<file path="config.mk">
export PLATFORM = sky130hd
export DESIGN_NAME = smac_merge
export DESIGN_NICKNAME = d
export VERILOG_FILES = /design/src/rtl/smac_pkg.sv /design/src/rtl/smac_merge.sv
export SDC_FILE = /design/constraint.sdc
export NUM_CORES = 2
export LEC_CHECK = 0
export BUFFER_PORTS_ARGS = -buffer_cell sky130_fd_sc_hd__buf_2
export CORE_ASPECT_RATIO = 0.9
export CORE_MARGIN = 5
export CORE_UTILIZATION = 55
export CTS_CLUSTER_SIZE = 28
export DETAILED_ROUTE_END_ITERATION = 7
export GPL_TIMING_DRIVEN = 1
export PLACE_DENSITY_LB_ADDON = 0.15
export SYNTH_ARGS = -nofsm -noshare
export SYNTH_HDL_FRONTEND = slang
export SYNTH_SLANG_ARGS = --single-unit
</file>
<file path="constraint.sdc">
create_clock -name clock -period 6.8 [get_ports clock]
set_input_delay 0.68 -clock clock [delete_from_list [all_inputs] [get_ports clock]]
set_output_delay 0.68 -clock clock [all_outputs]
set_load 0.02 [all_outputs]
</file>
<file path="src/rtl/smac_pkg.sv">
// package for the simd multiply-accumulate unit: request/response structs, opcodes
// no dependencies
`timescale 1ns / 1ps
package smac_pkg;
   localparam int unsigned WordBits = 32;
   localparam int unsigned HalfLanes = 8;
   localparam int unsigned WordLanes = 2;

   localparam logic [3:0] OP_MADD    = 4'd0;
   localparam logic [3:0] OP_MADDU   = 4'd1;
   localparam logic [3:0] OP_PHMADH  = 4'd2;
   localparam logic [3:0] OP_PHMSBH  = 4'd3;
   localparam logic [3:0] OP_PMADDH  = 4'd4;
   localparam logic [3:0] OP_PMSUBH  = 4'd5;
   localparam logic [3:0] OP_PMADDW  = 4'd6;
   localparam logic [3:0] OP_PMSUBW  = 4'd7;
   localparam logic [3:0] OP_PMADDUW = 4'd8;

   typedef struct packed {
      logic [3:0]  operation;
      logic [63:0] rs_low;
      logic [63:0] rs_high;
      logic [63:0] rt_low;
      logic [63:0] rt_high;
   } req_type;

   typedef struct packed {
      logic [63:0] rd_low;
      logic [63:0] rd_high;
      logic        rd_high_written;
      logic [63:0] lo_low_out;
      logic [63:0] lo_high_out;
      logic [63:0] hi_low_out;
      logic [63:0] hi_high_out;
   } rsp_type;

   // decoded operation flags carried with the lane products
   typedef struct packed {
      logic word_op;   // madd, maddu, pmaddw, pmsubw, pmadduw
      logic dual_word; // two word lanes
      logic sub;
      logic half_pair; // phmadh / phmsbh
      logic half_acc;  // pmaddh / pmsubh
      logic valid_op;
   } ctl_type;
endpackage

</file>
<file path="src/rtl/smac_merge.sv">
// merge stage: applies lane products to the hi/lo accumulators and forms rd
// depends on smac_pkg
`timescale 1ns / 1ps
module smac_merge (
   input  logic               clock,
   input  logic               reset,
   input  logic               fire,
   input  smac_pkg::ctl_type  ctl,
   input  logic [31:0]        hprod [smac_pkg::HalfLanes],
   input  logic [63:0]        wprod [smac_pkg::WordLanes],
   output smac_pkg::rsp_type  rsp_in
);
   logic [127:0] lo_ff, hi_ff, lo_in, hi_in;
   logic [127:0] rd;
   logic [63:0]  acc [smac_pkg::WordLanes];
   logic [31:0]  r;

   always_comb begin
      lo_in = lo_ff;
      hi_in = hi_ff;
      rd = '0;
      r = '0;
      for (int k = 0; k < smac_pkg::WordLanes; k++) begin
         acc[k] = {hi_ff[64*k +: 32], lo_ff[64*k +: 32]};
         acc[k] = ctl.sub ? acc[k] - wprod[k] : acc[k] + wprod[k];
      end
      if (ctl.word_op) begin
         for (int k = 0; k < smac_pkg::WordLanes; k++) begin
            if (k == 0 || ctl.dual_word) begin
               lo_in[64*k +: 64] = {{32{acc[k][31]}}, acc[k][31:0]};
               hi_in[64*k +: 64] = {{32{acc[k][63]}}, acc[k][63:32]};
               rd[64*k +: 64] = ctl.dual_word ? acc[k] : {{32{acc[k][31]}}, acc[k][31:0]};
            end
         end
      end else if (ctl.half_pair) begin
         for (int k = 0; k < 4; k++) begin
            r = ctl.sub ? hprod[2*k+1] - hprod[2*k] : hprod[2*k+1] + hprod[2*k];
            rd[32*k +: 32] = r;
            if (k[0]) hi_in[64*(k>>1) +: 32] = r;
            else      lo_in[64*(k>>1) +: 32] = r;
         end
      end else if (ctl.half_acc) begin
         for (int i = 0; i < smac_pkg::HalfLanes; i++) begin
            // halfword i maps to word ((i>>2)<<1)|(i&1) of hi or lo
            if (i[1]) begin
               r = ctl.sub ? hi_ff[32*(((i>>2)<<1)|(i&1)) +: 32] - hprod[i]
                           : hi_ff[32*(((i>>2)<<1)|(i&1)) +: 32] + hprod[i];
               hi_in[32*(((i>>2)<<1)|(i&1)) +: 32] = r;
            end else begin
               r = ctl.sub ? lo_ff[32*(((i>>2)<<1)|(i&1)) +: 32] - hprod[i]
                           : lo_ff[32*(((i>>2)<<1)|(i&1)) +: 32] + hprod[i];
               lo_in[32*(((i>>2)<<1)|(i&1)) +: 32] = r;
            end
            if (!i[0]) rd[32*(i>>1) +: 32] = r;
         end
      end
      rsp_in.rd_low = rd[63:0];
      rsp_in.rd_high_written = ctl.valid_op & ~(ctl.word_op & ~ctl.dual_word);
      rsp_in.rd_high = rsp_in.rd_high_written ? rd[127:64] : 64'd0;
      rsp_in.lo_low_out = lo_in[63:0];
      rsp_in.lo_high_out = lo_in[127:64];
      rsp_in.hi_low_out = hi_in[63:0];
      rsp_in.hi_high_out = hi_in[127:64];
   end

   always_ff @(posedge clock) begin
      if (reset) begin
         lo_ff <= '0;
         hi_ff <= '0;
      end else if (fire) begin
         lo_ff <= lo_in;
         hi_ff <= hi_in;
      end
   end
endmodule

</file>
Word level (Yosys, flattened, before mapping)
Cells that the tools add are included.

operators by class
  shift-type cells = 0
  divide/modulo/power cells = 0
  bitwise operators = 4
  muxes and demuxes = 34
  add/subtract/negate cells = 28
  $lt $le $gt $ge = 0
  equality and inequality tests = 0
  multipliers = 0
  reductions and logical operators = 0

operator list
  operator          number
  $mux W128         7
  $mux W32          20
  $mux W64          7
  $add A32 B32 Y32  12
  $sub A32 B32 Y32  12
  $add A64 B64 Y64  2
  $sub A64 B64 Y64  2
  $and A1 B1 Y1     2
  $not A1 Y1        2

storage, ports and cells
  input port bits = 393
  register bits after elaboration = 256
  bits in writable memories = 0
  bits in read-only memories = 0
  memories kept = 0
  latch bits = 0
  word-level logic and storage cells = 68
  output and inout bits = 385

Logic depth before layout (Yosys ltp)
  depth after elaboration = 6
  depth in mapped cells = 25
  depth with buffers taken out = 24

Least setup slack after synthesis
Ideal clock, no wire load.

  path type = input port to output port
  start = in wprod[14] in the netlist's numbering
  end = out rsp_in[35] in the netlist's numbering
  arrival = 5.999 ns
  data required time = 6.120 ns
  path slack = 0.121 ns
  stages = 23
  cell sequence = or4_4 nor3_4 and3_1 nand2_1 nor3_1 and2_1 nand3_1 nor4_1 a31oi_1 xnor2_1 ha_1 clkbuf_1 a21oi_1 o21ai_0 a211o_1 a21oi_1 o21ai_0 inv_1 a21boi_1 or3_1 buf_2 clkbuf_1 a311oi_1

RTL lines
  item             line              text
  start, declared  smac_merge.sv:10  input logic [63:0] wprod [smac_pkg::WordLanes],
  end, declared    smac_merge.sv:11  output smac_pkg::rsp_type rsp_in

==> impl_results.md <==
- Status: complete, no violations
- Delay of the slowest critical-path stage: ~0.57 ns
- Number of synthesized register bits: 256
- Core region area: 89790 um^2
- Row count: 104
- Critical R2R Launch: lo_ff[65]$_SDFFE_PP0P_
- Fmax: 147.8 MHz
- Area of the mapped netlist: 49900 um^2
- Cells after Synth: 7271
- Yosys cell types: 94
- Die width: ~330 um
- Setup WS post-layout: 0.03243 ns
- Critical path launch point type: input port
- CTS tree: yes
- Most frequent CP cell: buf_4
- Syn nets: 8186
- Setup slack at placement: -0.1723 ns
- CP delay by family, top: simple AND/OR/NAND/NOR gates
- Arr. time, crit path: 6.09 ns
- Routed Antenna Nets: 0
- Fin crit period: 6.768 ns
- Gpl congestion: 1.087
- R2R setup slack: 2.16 ns
- Yosys warns: 0
- CP Depth: 30
- Area post-placement: between 50000 and 60000 um^2
- Worst Max-Slew Pin Slew: 1.163 ns
- Final setup vio count: 0
- IO buf count: 777
- Maximum VDD drop: 0.0002053 V
- Share of layout cells above drive strength 1: 0.1670
- Largest net degree at the start of global routing: 128
- Async SR Flop Fraction: 0
- # clock sinks: 256
- Synth Flop Type: dfxtp_1
- Final global-route overflow total: 0
- Worst setup EP type: output pin
- Worst-skew pair later-pin latency: ~0.6 ns
- Buf/Inv on CP: 11
- Crit share post-route: 0.9952
- Starting Density: 0.5558
- Critical Path Fanout Max: 5
- Die H: approximately 300 um
- RSZ-0062 raised after global routing: yes
- Post-route cell area: 58410 um^2
- Reg-to-Reg End: hi_ff[100]$_SDFFE_PP0P_
- Final core area utilization: 0.6505
- CTS H-tree lvls: 2
- Leakage power: 27.05 nW
- Clock-pin slew on the worst setup and hold paths: 0.06 ns
- Worst EP required: between 6 and 7 ns
- Vias in the first global route: 57240
- DR vias: between 60000 and 70000
- CP startpoint: wprod[14]
- CTS Buf Count: 38
- Seq/Total Area, Yosys: 0.1027
- P per Cell Area: ~230 nW/um^2
- Total I/O pin count: 778
- Hold Fails Final Rpt: 0
- Final net count: roughly 9000
- R2r worst-path depth: 18
- Root Buffer: clkbuf_16
- DP HPWL: 194.7 mm
- Die area: just under 100000 um^2
- Max cap viols: 0
- Clock Tree Buf Depth: 3
- Overall power: 13.49 mW
- Detail-routed net length per standard cell: 26.60 um
- Synthesized area per cell: 6.863 um^2
- GR Util All Layers: 0.4708
- Clock skew: 0.04673 ns
- Initial antenna violation count: 51
- Global-route wire length before repair: 356.3 mm
- Total wire length: 247.1 mm
- Kind of critical path: input port to output pin
- Post-synth EDFFs: 0
- DRC: 0
- Setup TNS: 0 ns
- Syn-to-layout area delta: 17.05%
- Max-Slew Margin vs Limit: 0.2229
- Max-slew violation count: 0
- Initial DRC Count: between 8000 and 9000
- DR pass1 iterations: 6
- Post-DR vias/cell: 6.832
- Fillers: 8330
- CTS Hold Buffers Added: 0
- Slowest CP cell: or4_4
- Endpoint of the worst setup timing path: rsp_in[45]
- Hold Crit Class: register to register
## metrics by stage
stage	hold WS, ns	std cells
finish	0.4830	9291
global route	0.5049	9280
CTS	0.4722	9246
detailed placement	0.4655	9177
global placement	0.4557	9177
floorplan	0.4453	7271
## report_power, final
group          total, mW  switching, mW  internal [mW]
Clock               2.17          0.965           1.20
Sequential          1.98          0.297           1.68
Combinational       9.35           5.89           3.46
Total               13.5           7.15           6.34
## cells by family after synthesis
family | Yosys count | synth area share
AOI/OAI and AO/OA | 2542 | 0.3331
xor gates and xnor gates | 769 | 0.1351
adders and majority gates | 522 | 0.1330
buffers and inverters | 653 | 0.04952
DFF | 256 | 0.1027
muxes | 86 | 0.01740
and+or+nand+nor | 2443 | 0.2292
## final cells by class
type	count	area [um^2]	area share
clock buffer	51	1081	0.01851
inverter	279	1052	0.01802
antenna	35	87.58	0.001499
sequential	256	5125	0.08774
clock inverter	16	168.9	0.002892
timing repair buffer	1125	6675	0.1143
multi-input combinational	6363	42760	0.7321
tap	1166	1459	0.02498
## flip-flops by register name (all words and copies together), names as in the netlist
signal / flops
hi_ff: 128
lo_ff: 128
## metal layers
| layer | GRT usage | vias to the layer above | routed length, um |
|---|---|---|---|
| li1 | - | 28410 | - |
| met1 | 0.6116 | 29370 | 93690 |
| met2 | 0.6936 | 4671 | 99400 |
| met3 | 0.1325 | 994 | 34660 |
| met4 | 0.2860 | 20 | 19210 |
| met5 | 0 | - | 139 |
## layout by cell type, fill, tap and decap left out, types with 272 or more instances in the layout
cell     count
buf_4      338
o21ai_0    385
buf_2      769
a21oi_1    784
a21o_1     290
nor2_1     791
nand2_1    665
xnor2_1    601
ha_1       506
inv_1      272
## cell usage after synthesis, drive strengths merged, types with 167 or more instances
cell type,n,area share
xor2,167,0.029
nor3,202,0.020
inv,275,0.021
nand2,671,0.050
a21o,290,0.044
o21ai,395,0.040
ha,508,0.13
a21oi,791,0.079
dfxtp,256,0.10
nor2,804,0.061
clkbuf,327,0.025
xnor2,602,0.11
## worst reg2reg max path: cells and delay by family (launching register included)
kind,cells,cell delay [ns]
buf+inv,6,1.25
flops,1,0.52
compound gates,10,2.32
fa+ha+maj,1,0.29
simple gates,1,0.14
## worst min path at each step
| stage | slack [ns] | startpoint | endpoint | cells past startpoint |
|---|---|---|---|---|
| after floorplan | 0.45 | hi_ff[96]$_SDFFE_PP0P_ | hi_ff[96]$_SDFFE_PP0P_ | 2 |
| after global placement | 0.46 | hi_ff[96]$_SDFFE_PP0P_ | hi_ff[96]$_SDFFE_PP0P_ | 2 |
| after detailed placement | 0.47 | hi_ff[96]$_SDFFE_PP0P_ | hi_ff[96]$_SDFFE_PP0P_ | 2 |
| after CTS | 0.47 | reset | lo_ff[68]$_SDFFE_PP0P_ | 2 |
| after global routing | 0.50 | reset | lo_ff[81]$_SDFFE_PP0P_ | 2 |
| final | 0.48 | hi_ff[96]$_SDFFE_PP0P_ | hi_ff[96]$_SDFFE_PP0P_ | 2 |
## what timing repair did
item / 4_1_cts / 5_1_grt
endpoints found under the setup margin: 32 / 125
gates cloned: 1 / 1
buffers inserted: 1 / 9
pin swaps: 1 / 14
gates resized for setup: 6 / 79
Power figures use the tool's default switching activity.
